<file path="config.mk">
export PLATFORM = sky130hd
export DESIGN_NAME = tftp_read_receiver
export DESIGN_NICKNAME = d
export VERILOG_FILES = /design/src/design/tftprr_pkg.sv /design/src/design/tftp_read_receiver.sv
export SDC_FILE = /design/constraint.sdc
export NUM_CORES = 1
export LEC_CHECK = 0
export BUFFER_PORTS_ARGS = -buffer_cell sky130_fd_sc_hd__clkbuf_2
export CORE_AREA = 3 3 121 123
export CTS_CLUSTER_DIAMETER = 30
export DETAILED_ROUTE_END_ITERATION = 7
export DIE_AREA = 0 0 124 126
export GPL_TIMING_DRIVEN = 0
export SETUP_SLACK_MARGIN = 0.3
export SYNTH_ARGS = -nofsm -noshare
export SYNTH_HDL_FRONTEND = slang
export SYNTH_SLANG_ARGS = --single-unit
</file>
<file path="constraint.sdc">
create_clock -name i_clk -period 3.95 [get_ports i_clk]
set_clock_uncertainty 0.2 [all_clocks]
set_input_delay 0.1975 -clock i_clk [delete_from_list [all_inputs] [get_ports i_clk]]
set_output_delay 0.1975 -clock i_clk [all_outputs]
set_load 0.005 [all_outputs]
</file>
<file path="src/design/tftprr_pkg.sv">
// Shared types and codes for the TFTP read-transfer receiver.
// No dependencies; imported by tftp_read_receiver.
`default_nettype none

package tftprr_pkg;

    // Input packet kinds (slave tuser)
    localparam logic [1:0] KIND_START = 2'd0;
    localparam logic [1:0] KIND_DATA  = 2'd1;
    localparam logic [1:0] KIND_ACK   = 2'd2;
    localparam logic [1:0] KIND_OACK  = 2'd3;

    // Packet to send (master tuser)
    localparam logic [1:0] SK_NONE = 2'd0;
    localparam logic [1:0] SK_ACK  = 2'd1;
    localparam logic [1:0] SK_ERR  = 2'd2;
    localparam logic [1:0] SK_RRQ  = 2'd3;

    // TFTP error codes reported
    localparam logic [1:0] EC_ILLEGAL  = 2'd0;
    localparam logic [1:0] EC_REFUSED  = 2'd1;
    localparam logic [1:0] EC_DISKFULL = 2'd2;

    // Transfer state codes
    localparam logic [2:0] TS_RUN      = 3'd0;
    localparam logic [2:0] TS_DALLY    = 3'd1;
    localparam logic [2:0] TS_OK       = 3'd2;
    localparam logic [2:0] TS_XFER_ERR = 3'd3;
    localparam logic [2:0] TS_OPT_ERR  = 3'd4;

    // Configuration register indexes
    localparam logic [2:0] CFG_DALLY_EN   = 3'd0;
    localparam logic [2:0] CFG_BLKSIZE_ON = 3'd1;
    localparam logic [2:0] CFG_BLKSIZE_RQ = 3'd2;
    localparam logic [2:0] CFG_TIMEOUT_ON = 3'd3;
    localparam logic [2:0] CFG_TIMEOUT_RQ = 3'd4;
    localparam logic [2:0] CFG_TSIZE_ON   = 3'd5;

    typedef struct packed {
        logic [1:0]  send_kind;
        logic [15:0] ack_block;
        logic [1:0]  error_code;
        logic [2:0]  transfer_state;
        logic        deliver_data;
        logic        timeout_apply;
    } t_result;

    // A block shorter than the limit ends the transfer.
    function automatic logic [2:0] f_end_state(input logic [15:0] size,
                                               input logic [15:0] limit,
                                               input logic        dally);
        logic [2:0] st;
        st = TS_RUN;
        if (size < limit) begin
            st = dally ? TS_DALLY : TS_OK;
        end
        return st;
    endfunction

endpackage

`default_nettype wire

</file>
<file path="src/design/tftp_read_receiver.sv">
// TFTP read-transfer receiver: sequence, block size and option checking.
// Depends on tftprr_pkg for codes, the result struct and the end-of-transfer test.
//
// Usage: each word on the slave stream is one decoded packet header; tuser
// carries the packet kind (start, DATA, ACK, OACK) and tdata its fields. For
// every accepted word exactly one word leaves on the master stream: tuser is
// the packet to send, tdata the ACK block, error code, transfer state and the
// deliver and timeout-apply flags.
// A word accepted at a clock edge is presented on the master side in the next
// cycle. One word is accepted per cycle unless stalled; the only state that
// one word hands to the next (last block, block limit, OACK seen) is updated
// in the same cycle by the compare logic in front of the output register.
// The output register is the only buffer: while a result waits and the master
// side holds tready low, s_axis_tready drops; when the result is taken the
// next word is accepted in that same cycle.
// Reset (synchronous, active low) empties the output register, clears the
// last block and OACK flag, sets the block limit to DEFAULT_BLOCK and loads
// the configuration defaults. The user writes configuration through i_cfg_*
// only while no word is in flight; the block itself does not enforce this.
`default_nettype none

module tftp_read_receiver
    import tftprr_pkg::*;
#(
    parameter int DEFAULT_BLOCK = 512
) (
    input  wire logic        i_clk,
    input  wire logic        i_rst_n,
    // configuration write port
    input  wire logic        i_cfg_we,
    input  wire logic [2:0]  i_cfg_idx,
    input  wire logic [15:0] i_cfg_wdata,
    // packet header stream
    input  wire logic        s_axis_tvalid,
    output logic             s_axis_tready,
    // block_number[15:0], data_size[31:16], options_accepted[32],
    // option_list_empty[33], blksize_valid[34], blksize_value[50:35],
    // timeout_valid[51], timeout_value[59:52], tsize_valid[60],
    // tsize_fits[61], zero fill[63:62]
    input  wire logic [63:0] s_axis_tdata,
    // kind[1:0]
    input  wire logic [1:0]  s_axis_tuser,
    // response stream
    output logic             m_axis_tvalid,
    input  wire logic        m_axis_tready,
    // ack_block[15:0], error_code[17:16], transfer_state[20:18],
    // deliver_data[21], timeout_apply[22], zero fill[23]
    output logic [23:0]      m_axis_tdata,
    // send_kind[1:0]
    output logic [1:0]       m_axis_tuser
);

    localparam logic [15:0] DefaultBlock = 16'(DEFAULT_BLOCK);

    // configuration
    logic        r_dally_en;
    logic        r_bs_on;
    logic [15:0] r_bs_req;
    logic        r_to_on;
    logic [7:0]  r_to_req;
    logic        r_ts_on;

    // transfer state
    logic [15:0] r_last_block, n_last_block;
    logic [15:0] r_block_limit, n_block_limit;
    logic        r_oack_seen, n_oack_seen;

    // output register
    logic        r_out_valid;
    t_result     r_out, n_out;

    // unpacked input word
    logic [1:0]  in_kind;
    logic [15:0] in_blk;
    logic [15:0] in_size;
    logic        in_acc;
    logic        in_empty;
    logic        in_bs_valid;
    logic [15:0] in_bs_value;
    logic        in_to_valid;
    logic [7:0]  in_to_value;
    logic        in_ts_valid;
    logic        in_ts_fits;

    logic        s_fire;
    logic [15:0] next_block;
    logic        bs_bad;
    logic        to_bad;
    logic        tapply;

    assign in_kind     = s_axis_tuser;
    assign in_blk      = s_axis_tdata[15:0];
    assign in_size     = s_axis_tdata[31:16];
    assign in_acc      = s_axis_tdata[32];
    assign in_empty    = s_axis_tdata[33];
    assign in_bs_valid = s_axis_tdata[34];
    assign in_bs_value = s_axis_tdata[50:35];
    assign in_to_valid = s_axis_tdata[51];
    assign in_to_value = s_axis_tdata[59:52];
    assign in_ts_valid = s_axis_tdata[60];
    assign in_ts_fits  = s_axis_tdata[61];

    assign s_axis_tready = !r_out_valid || m_axis_tready;
    assign s_fire        = s_axis_tvalid && s_axis_tready;

    assign next_block = r_last_block + 16'd1;
    assign bs_bad = r_bs_on &&
                    (!in_bs_valid || (in_bs_value != 16'd0 && in_bs_value > r_bs_req));
    assign to_bad = r_to_on &&
                    (!in_to_valid || (in_to_value != 8'd0 && in_to_value != r_to_req));
    assign tapply = r_to_on && (in_to_value != 8'd0);

    always_comb begin
        n_last_block  = r_last_block;
        n_block_limit = r_block_limit;
        n_oack_seen   = r_oack_seen;
        n_out         = '{send_kind: SK_ERR, ack_block: 16'd0, error_code: EC_ILLEGAL,
                          transfer_state: TS_XFER_ERR, deliver_data: 1'b0,
                          timeout_apply: 1'b0};
        unique case (in_kind)
            KIND_START: begin
                n_last_block         = 16'd0;
                n_block_limit        = DefaultBlock;
                n_out.send_kind      = SK_RRQ;
                n_out.transfer_state = TS_RUN;
            end
            KIND_ACK: begin
                // unexpected ACK keeps the illegal-operation default
            end
            KIND_DATA: begin
                priority if (in_blk == r_last_block) begin
                    // duplicate block: acknowledge again, no delivery
                    n_out.send_kind      = SK_ACK;
                    n_out.ack_block      = r_last_block;
                    n_out.transfer_state = f_end_state(in_size, r_block_limit, r_dally_en);
                end else if (in_blk != next_block || in_size > r_block_limit) begin
                end else if (in_blk == 16'd1 && !r_oack_seen && !in_acc) begin
                    n_out.error_code = EC_REFUSED;
                end else begin
                    n_last_block         = next_block;
                    n_out.send_kind      = SK_ACK;
                    n_out.ack_block      = next_block;
                    n_out.transfer_state = f_end_state(in_size, r_block_limit, r_dally_en);
                    n_out.deliver_data   = 1'b1;
                end
            end
            KIND_OACK: begin
                if (r_last_block == 16'd0 && !in_empty) begin
                    n_out.error_code     = EC_REFUSED;
                    n_out.transfer_state = TS_OPT_ERR;
                    if (!bs_bad) begin
                        // an accepted block size stays even if a later check fails
                        if (r_bs_on && in_bs_value != 16'd0) begin
                            n_block_limit = in_bs_value;
                        end
                        if (!to_bad) begin
                            n_out.timeout_apply = tapply;
                            priority if (r_ts_on && !in_ts_valid) begin
                            end else if (r_ts_on && !in_ts_fits) begin
                                n_out.error_code = EC_DISKFULL;
                            end else if (!in_acc) begin
                            end else begin
                                n_oack_seen          = 1'b1;
                                n_out.send_kind      = SK_ACK;
                                n_out.error_code     = EC_ILLEGAL;
                                n_out.transfer_state = TS_RUN;
                            end
                        end
                    end
                end
            end
            default: begin
            end
        endcase
    end

    always_ff @(posedge i_clk) begin
        if (!i_rst_n) begin
            r_dally_en <= 1'b0;
            r_bs_on    <= 1'b0;
            r_bs_req   <= 16'd512;
            r_to_on    <= 1'b0;
            r_to_req   <= 8'd5;
            r_ts_on    <= 1'b0;
        end else if (i_cfg_we) begin
            unique case (i_cfg_idx)
                CFG_DALLY_EN:   r_dally_en <= i_cfg_wdata[0];
                CFG_BLKSIZE_ON: r_bs_on    <= i_cfg_wdata[0];
                CFG_BLKSIZE_RQ: r_bs_req   <= i_cfg_wdata;
                CFG_TIMEOUT_ON: r_to_on    <= i_cfg_wdata[0];
                CFG_TIMEOUT_RQ: r_to_req   <= i_cfg_wdata[7:0];
                CFG_TSIZE_ON:   r_ts_on    <= i_cfg_wdata[0];
                default: begin
                end
            endcase
        end
    end

    always_ff @(posedge i_clk) begin
        if (!i_rst_n) begin
            r_last_block  <= 16'd0;
            r_block_limit <= DefaultBlock;
            r_oack_seen   <= 1'b0;
            r_out_valid   <= 1'b0;
        end else begin
            if (s_fire) begin
                r_last_block  <= n_last_block;
                r_block_limit <= n_block_limit;
                r_oack_seen   <= n_oack_seen;
                r_out_valid   <= 1'b1;
            end else if (m_axis_tready) begin
                r_out_valid   <= 1'b0;
            end
        end
    end

    always_ff @(posedge i_clk) begin
        if (s_fire) begin
            r_out <= n_out;
        end
    end

    assign m_axis_tvalid = r_out_valid;
    assign m_axis_tuser  = r_out.send_kind;
    assign m_axis_tdata  = {1'b0, r_out.timeout_apply, r_out.deliver_data,
                            r_out.transfer_state, r_out.error_code, r_out.ack_block};

`ifndef SYNTHESIS
    // A start request always rewinds the block counter.
    a_start_clears: assert property (@(posedge i_clk) disable iff (!i_rst_n)
        s_fire && in_kind == KIND_START |=> r_last_block == 16'd0)
        else $error("start did not clear last block");

    // A delivered block is the one now recorded as last.
    a_deliver_tracks: assert property (@(posedge i_clk) disable iff (!i_rst_n)
        r_out_valid && r_out.deliver_data |-> r_out.ack_block == r_last_block)
        else $error("delivered block differs from last block");

    // An ERROR answer never carries an ACK number or delivers data.
    a_error_clean: assert property (@(posedge i_clk) disable iff (!i_rst_n)
        r_out_valid && r_out.send_kind == SK_ERR |->
            r_out.ack_block == 16'd0 && !r_out.deliver_data)
        else $error("error answer carries ack data");

    // The block limit never becomes zero.
    a_limit_nonzero: assert property (@(posedge i_clk) disable iff (!i_rst_n)
        r_block_limit != 16'd0)
        else $error("block limit is zero");
`endif

endmodule

`default_nettype wire
</file>
==> results of run 1 <==
==> timing repair <==
action	4_1_cts	5_1_grt
endpoints found under the hold margin	42	0
hold buffers	35	0
resized for setup	11	27
endpoints found under the setup margin	35	34
setup buffers	0	6
pin swaps	0	7
==> per-layer routing <==
| layer | up-vias | global-route usage |
|---|---|---|
| met2 | 176 | 0.357 |
| met3 | 17 | 0.0314 |
| met4 | 0 | 0.0606 |
| met5 | - | 0 |
| li1 | 2602 | - |
| met1 | 2528 | 0.285 |
==> metrics by stage <==
step	cell area (sq um)	setup slack, ns	setup TNS (ns)	hold WS, ns
2_1_floorplan	5470	0.449	0	0.122
3_3_place_gp	6260	-0.0860	-1.16	0.228
3_5_place_dp	6260	-0.133	-0.545	0.233
4_1_cts	6940	0.306	0	0.0225
5_1_grt	7070	0.277	0	0.0572
6_report	7070	0.439	0	0.0395
==> cells by family (layout without fill, tap and decap cells) <==
kind of cell,count (synthesis),count (layout),synth area share
AOI/OAI and AO/OA,135,135,0.187
xor gates and xnor gates,40,40,0.0668
adders and majority gates,34,34,0.0777
buffers and inverters,85,255,0.0679
DFF,87,87,0.364
muxes,8,8,0.0149
other,1,1,0.000685
and+or+nand+nor,232,232,0.221
==> cells in the final DEF, fill, tap and decap left out, drive strengths merged, types with 8 or more instances in the layout <==
| cell | n |
|---|---|
| a32o | 15 |
| nand4 | 20 |
| nand2b | 8 |
| o31ai | 15 |
| xnor2 | 26 |
| xor2 | 13 |
| nor2b | 11 |
| nor4 | 16 |
| nor3 | 11 |
| inv | 51 |
| a21oi | 22 |
| ha | 34 |
| dlygate4sd3 | 35 |
| o311ai | 15 |
| nor2 | 29 |
| or3 | 8 |
| clkbuf | 147 |
| a21boi | 23 |
| o21ai | 12 |
| dfxtp | 62 |
| nand3 | 18 |
| edfxtp | 25 |
| a21o | 9 |
| nand2 | 81 |
| buf | 18 |
==> final cells by class <==
type	count	area (sq um)	area share
sequential	87	2000	0.283
multi-input combinational	450	3210	0.455
buffer	37	211	0.0299
clock buffer	9	225	0.0319
clock inverter	7	53.8	0.00761
inverter	48	180	0.0255
tap	180	225	0.0319
timing repair buffer	154	960	0.136
==> power by group through the flow <==
stage          sequential [uW]  combinational, uW  clock [uW]
2_1_floorplan              969                132           0
3_3_place_gp               970                246           0
3_5_place_dp               971                252           0
4_1_cts                    951                283         824
5_1_grt                    950                324         868
6_report                   949                293         812
==> worst max-delay path by stage <==
stage                       end  depth (start not counted)
2_1_floorplan   r_last_block[6]                         12
3_3_place_gp    m_axis_tdata[6]                         10
3_5_place_dp    m_axis_tdata[6]                         10
4_1_cts        r_last_block[13]                         12
5_1_grt         r_last_block[8]                         11
6_report       r_last_block[15]                         11
==> registers in the layout, indices dropped and copies added, names as in the netlist <==
name           count
m_axis_tuser       2
m_axis_tvalid      1
r_oack_seen        1
r_bs_on            1
r_bs_req          16
r_ts_on            1
r_last_block      16
r_to_on            1
r_block_limit     16
m_axis_tdata      23
r_dally_en         1
r_to_req           8
==> critical path, cell delays in order, from the launching register on <==
cell and delay, ns:
dfxtp_1 0.33, buf_6 0.17, nand4_4 0.17, or3_4 0.44, o31a_1 0.32, nor3_2 0.17, nand4_1 0.11, or4_4 0.51
buf_6 0.16, clkbuf_1 0.24, o311ai_0 0.45, o31ai_2 0.12
==> results.py, run 1 <==
metrics = {
    "synthesis": {
        "yosys-top-cells-area": "dfxtp_1 23%, edfxtp_1 14%, ha_1 7.8%",
        "syn_area_sq_mm": 0.00547,
        "synthCells": 622,
        "syn_nets": 746,
        "synth_common_cells": "81 x nand2_1, 62 x dfxtp_1, 48 x inv_1",
        "synth.distinct_cells": 63,
        "synth_top_area_share": 0.227,
        "synth_ff_type": "dfxtp_1",
        "async_reset_ff_frac": 0,
        "synth_top_area_cell": "dfxtp_1",
        "syn_avg_cell_area_sq_um": 8.80,
        "synth_edf_count": 25,
        "synth_warnings": 0,
        "seq_area_frac_synth": 0.364,
        "ys_seq_elements": 87,
        "yosysMostFrequentCell": "nand2_1",
    },
    "critical_path": {
        "r2r_slack_ns": 0.44,
        "r2r.worst_path.cells": 11,
        "cp-start-kind": "register",
        "rr_startpoint": "r_last_block[5]",
        "crit_type": "register to register",
        "crit_path_end_kind": "register",
        "critPathMaxFanout": 10,
        "r2r_end": "r_last_block[15]",
        "worst_ep_arrival_time_ns": 3.53,
        "critPathRequiredTime_ns": 3.97,
        "crit_path_start": "r_last_block[5]",
    },
    "routing": {
        "wire_per_inst_um": 17.2,
        "vias": 5323,
        "met2_length_mm": 8.23,
        "ant_nets": 0,
        "highest_layer": "met4",
        "routed-wl-met3_um": 988,
        "viasPerCell": 5.48,
        "wl_mm": 16.7,
        "drt_iter0_drc": 444,
        "wl_met1_mm": 7.25,
        "drc_errors": 0,
        "dr.pass1.iters": 5,
    },
    "clock_network": {
        "clockBufferDepth": 2,
        "path_clk_slew_ns": 0.07,
        "clock_latency_ns": 0.35,
        "cts_tree": "built",
        "cts_root_buf": "clkbuf_16",
        "clock_sinks": 87,
        "h-tree-depth": 3,
        "numCtsBuffers": 9,
    },
    "layout": {
        "diodes": 0,
        "areaGrowthSynthToFinish_pct": 29.2,
        "drive_gt1_frac": 0.234,
        "final_nets": 911,
        "fin_util": 0.513,
        "fillers": 1324,
        "final-instance-count-excl-fill": 972,
    },
    "status": {
        "status": "finished, final reports clean",
    },
    "power": {
        "p_int_uw": 1510,
        "p_sw_uw": 546,
        "total_power_uw": 2050,
        "ir_drop_mv": 0.178,
        "power.share.switching": 0.266,
        "seq_power_share": 0.462,
        "clkPwrFrac": 0.395,
        "leakage_uw": 0.00264,
        "p_per_area_mw_per_mm2": 290,
        "p_comb_frac": 0.143,
    },
    "timing": {
        "setup_viol": 0,
        "finalCritPeriodShare": 0.889,
        "period_needed_ns": 3.51,
        "fmax_ghz": 0.285,
        "drv_slew": 0,
        "worstMarginPinSlew_ns": 1.06,
        "slew_headroom": 0.294,
        "hold_viol_final": 0,
        "rsz0062_at_grt": "false",
    },
    "worst_hold_path": {
        "hp-class": "input pin to register",
        "min_from": "s_axis_tdata[60]",
        "worstHoldEndpoint": "m_axis_tdata[17]",
        "hold_depth": 3,
    },
    "floorplan": {
        "coreArea_sq_mm": 0.0138,
        "die_h_um": 126,
        "initial_core_util": 0.397,
        "ios": 118,
        "core.rowCount": 43,
        "die_x_um": 124,
        "dieArea_sq_mm": 0.0156,
    },
    "place": {
        "dp.cells": 915,
        "routabilityCongestion": 0.964,
        "portBuffers": 112,
        "dp_hpwl_mm": 12.8,
    },
    "global_routing": {
        "grt_pass1_vias": 5052,
        "antenna_found_initial": 0,
        "grt_max_degree": 28,
        "grt_pass1_wl_mm": 26.1,
        "gr-total-overflow": 0,
        "grtUsageTotal": 0.213,
    },
    "flow_run": {
        "cap_violations": 0,
    },
}
(Power assumes the default switching activity.)
==> run 2: changes to the inputs <==
Settings changed: CORE_AREA 3 3 121 123 to 3 3 93 161, DIE_AREA 0 0 124 126 to 0 0 96 164.
==> results.py, run 2 (synthesized netlist as in run 1, its figures left out) <==
metrics = {
    "layout": {
        "drive_gt1_frac": 0.242,
        "final_cell_mix": "115 x clkbuf_2, 81 x nand2_1, 60 x dfxtp_1, 46 x inv_1, 35 x dlygate4sd3_1",
        "seq_area_sq_mm": 0.00200,
        "layout_commonest_cell": "clkbuf_2",
        "largest_reg_flops": 23,
        "diodes": 0,
        "multi_input_area_sq_mm": 0.00326,
        "fillers": 1350,
        "areaGrowthSynthToFinish_pct": 30.7,
        "final_nets": 916,
        "fin_util": 0.514,
    },
    "clock_network": {
        "cts_tree": "built",
        "numCtsBuffers": 9,
        "clockBufferDepth": 2,
        "path_clk_slew_ns": 0.07,
        "cts_root_buf": "clkbuf_16",
        "clock_latency_ns": 0.34,
        "clock_sinks": 87,
        "h-tree-depth": 3,
    },
    "power": {
        "leakage_uw": 0.00268,
        "p_comb_frac": 0.145,
        "ir_drop_mv": 0.219,
        "power.share.switching": 0.263,
        "p_per_area_mw_per_mm2": 285,
        "seq_power_share": 0.465,
        "p_sw_uw": 538,
        "clkPwrFrac": 0.391,
        "p_int_uw": 1500,
        "total_power_uw": 2040,
    },
    "global_routing": {
        "gr-total-overflow": 0,
        "antenna_found_initial": 0,
        "grt_max_degree": 28,
        "grtUsageTotal": 0.226,
        "grt_pass1_vias": 5509,
        "grt_pass1_wl_mm": 27.0,
    },
    "floorplan": {
        "ios": 118,
        "coreArea_sq_mm": 0.0139,
        "die_x_um": 96,
        "dieArea_sq_mm": 0.0157,
        "die_h_um": 164,
        "core.rowCount": 57,
        "initial_core_util": 0.394,
    },
    "timing": {
        "hold_ws_ns": 0.0451,
        "setup_viol": 0,
        "rsz0062_at_grt": "true",
        "drv_slew": 0,
        "hold_viol_final": 0,
        "worstMarginPinSlew_ns": 1.19,
        "fmax_ghz": 0.278,
        "period_needed_ns": 3.60,
        "finalCritPeriodShare": 0.912,
        "slew_headroom": 0.207,
        "setup_slack_ns": 0.347,
    },
    "routing": {
        "ant_nets": 0,
        "drt_iter0_drc": 215,
        "viasPerCell": 5.47,
        "wire_per_inst_um": 17.9,
        "drc_errors": 0,
        "dr.pass1.iters": 4,
        "vias": 5325,
        "wl_mm": 17.4,
    },
    "flow_run": {
        "cap_violations": 0,
    },
    "worst_hold_path": {
        "hold_depth": 3,
        "min_from": "s_axis_tdata[60]",
        "hp-class": "input pin to register",
    },
    "critical_path": {
        "crit_path_start": "r_last_block[1]",
        "max_stage_delay_ns": 0.49,
        "r2r.worst_path.cells": 12,
        "crit_path_end_kind": "register",
        "crit_chain": "inv_4, ha_4, xor2_2, a2111oi_4, nand3b_1, or4_4, or4_4, buf_6, or3_4, buf_6, buf_12, o31ai_1",
        "cp_slowest_cell": "or4_4",
        "rr_startpoint": "r_last_block[1]",
        "crit_type": "register to register",
        "worst_ep_arrival_time_ns": 3.65,
        "cp-start-kind": "register",
        "critPathRequiredTime_ns": 4.00,
        "critPathMaxFanout": 10,
    },
    "place": {
        "dp_hpwl_mm": 13.9,
        "pre_cts_ws_ns": -0.256,
        "portBuffers": 112,
        "routabilityCongestion": 0.919,
    },
    "status": {
        "status": "finished, final reports clean",
    },
}
-- run 2: changes by cell type in the layout (fill, tap and decap cells not counted), sizes merged --
cell,delta
inv,-2
clkbuf,-1
buf,+6
clkdlybuf4s15,+1
clkinvlp,+2
clkinv,-1
-- run 2: what timing repair did --
item / 4_1_cts / 5_1_grt
setup buffers: 6 / 5
endpoints found under the setup margin: 37 / 30
endpoints found under the hold margin: 42 / 0
gates resized for setup: 13 / 29
pin swaps: 2 / 6
hold buffers: 35 / 0
-- run 2: layer usage --
metal,part of all wire,GRT usage
met4,0.053,0.119
met1,0.34,0.223
met2,0.56,0.440
met5,0,0
met3,0.042,0.0243
-- run 2: final cells by class --
class                   instances  share of cell area
inverters                      48              0.0255
flip-flops and latches         87               0.280
clock buffers                  10              0.0320
plain buffers                  37              0.0301
well taps                     177              0.0310
repair buffers                159               0.140
clock inverters                 6             0.00630
multi-input cells             450               0.455
-- run 2: metrics by stage --
stage	cells	setup TNS [ns]	cell area, sq um
final	974	0	7150
after global routing	974	0	7150
after CTS	969	0	7000
after detailed placement	912	-1.11	6270
after global placement	911	-1.78	6250
after floorplan	622	0	5470
-- run 2: worst max-delay path, delay by kind of cell, from the launching register on --
family	cells	cell delay [ns]
AND/OR/NAND/NOR	4	1.43
AO/OA/AOI/OAI	2	0.55
buffers and inverters	4	0.49
flip-flops	1	0.39
adder cells (fa/ha/maj)	1	0.25
XOR/XNOR	1	0.18
-- run 2: power by group through the flow --
stage | logic [uW] | registers, uW | clock network (uW)
6_report | 295 | 949 | 797
5_1_grt | 328 | 950 | 839
4_1_cts | 292 | 948 | 811
3_5_place_dp | 255 | 971 | 0
3_3_place_gp | 248 | 970 | 0
2_1_floorplan | 132 | 969 | 0
-- run 2: path summary, 6_finish.rpt --
kind              slack (ns)                to
setup / recovery        0.35  r_last_block[12]
hold / removal          0.05  m_axis_tdata[17]
setup reg to reg        0.35  r_last_block[12]
hold reg to reg         0.26       r_oack_seen
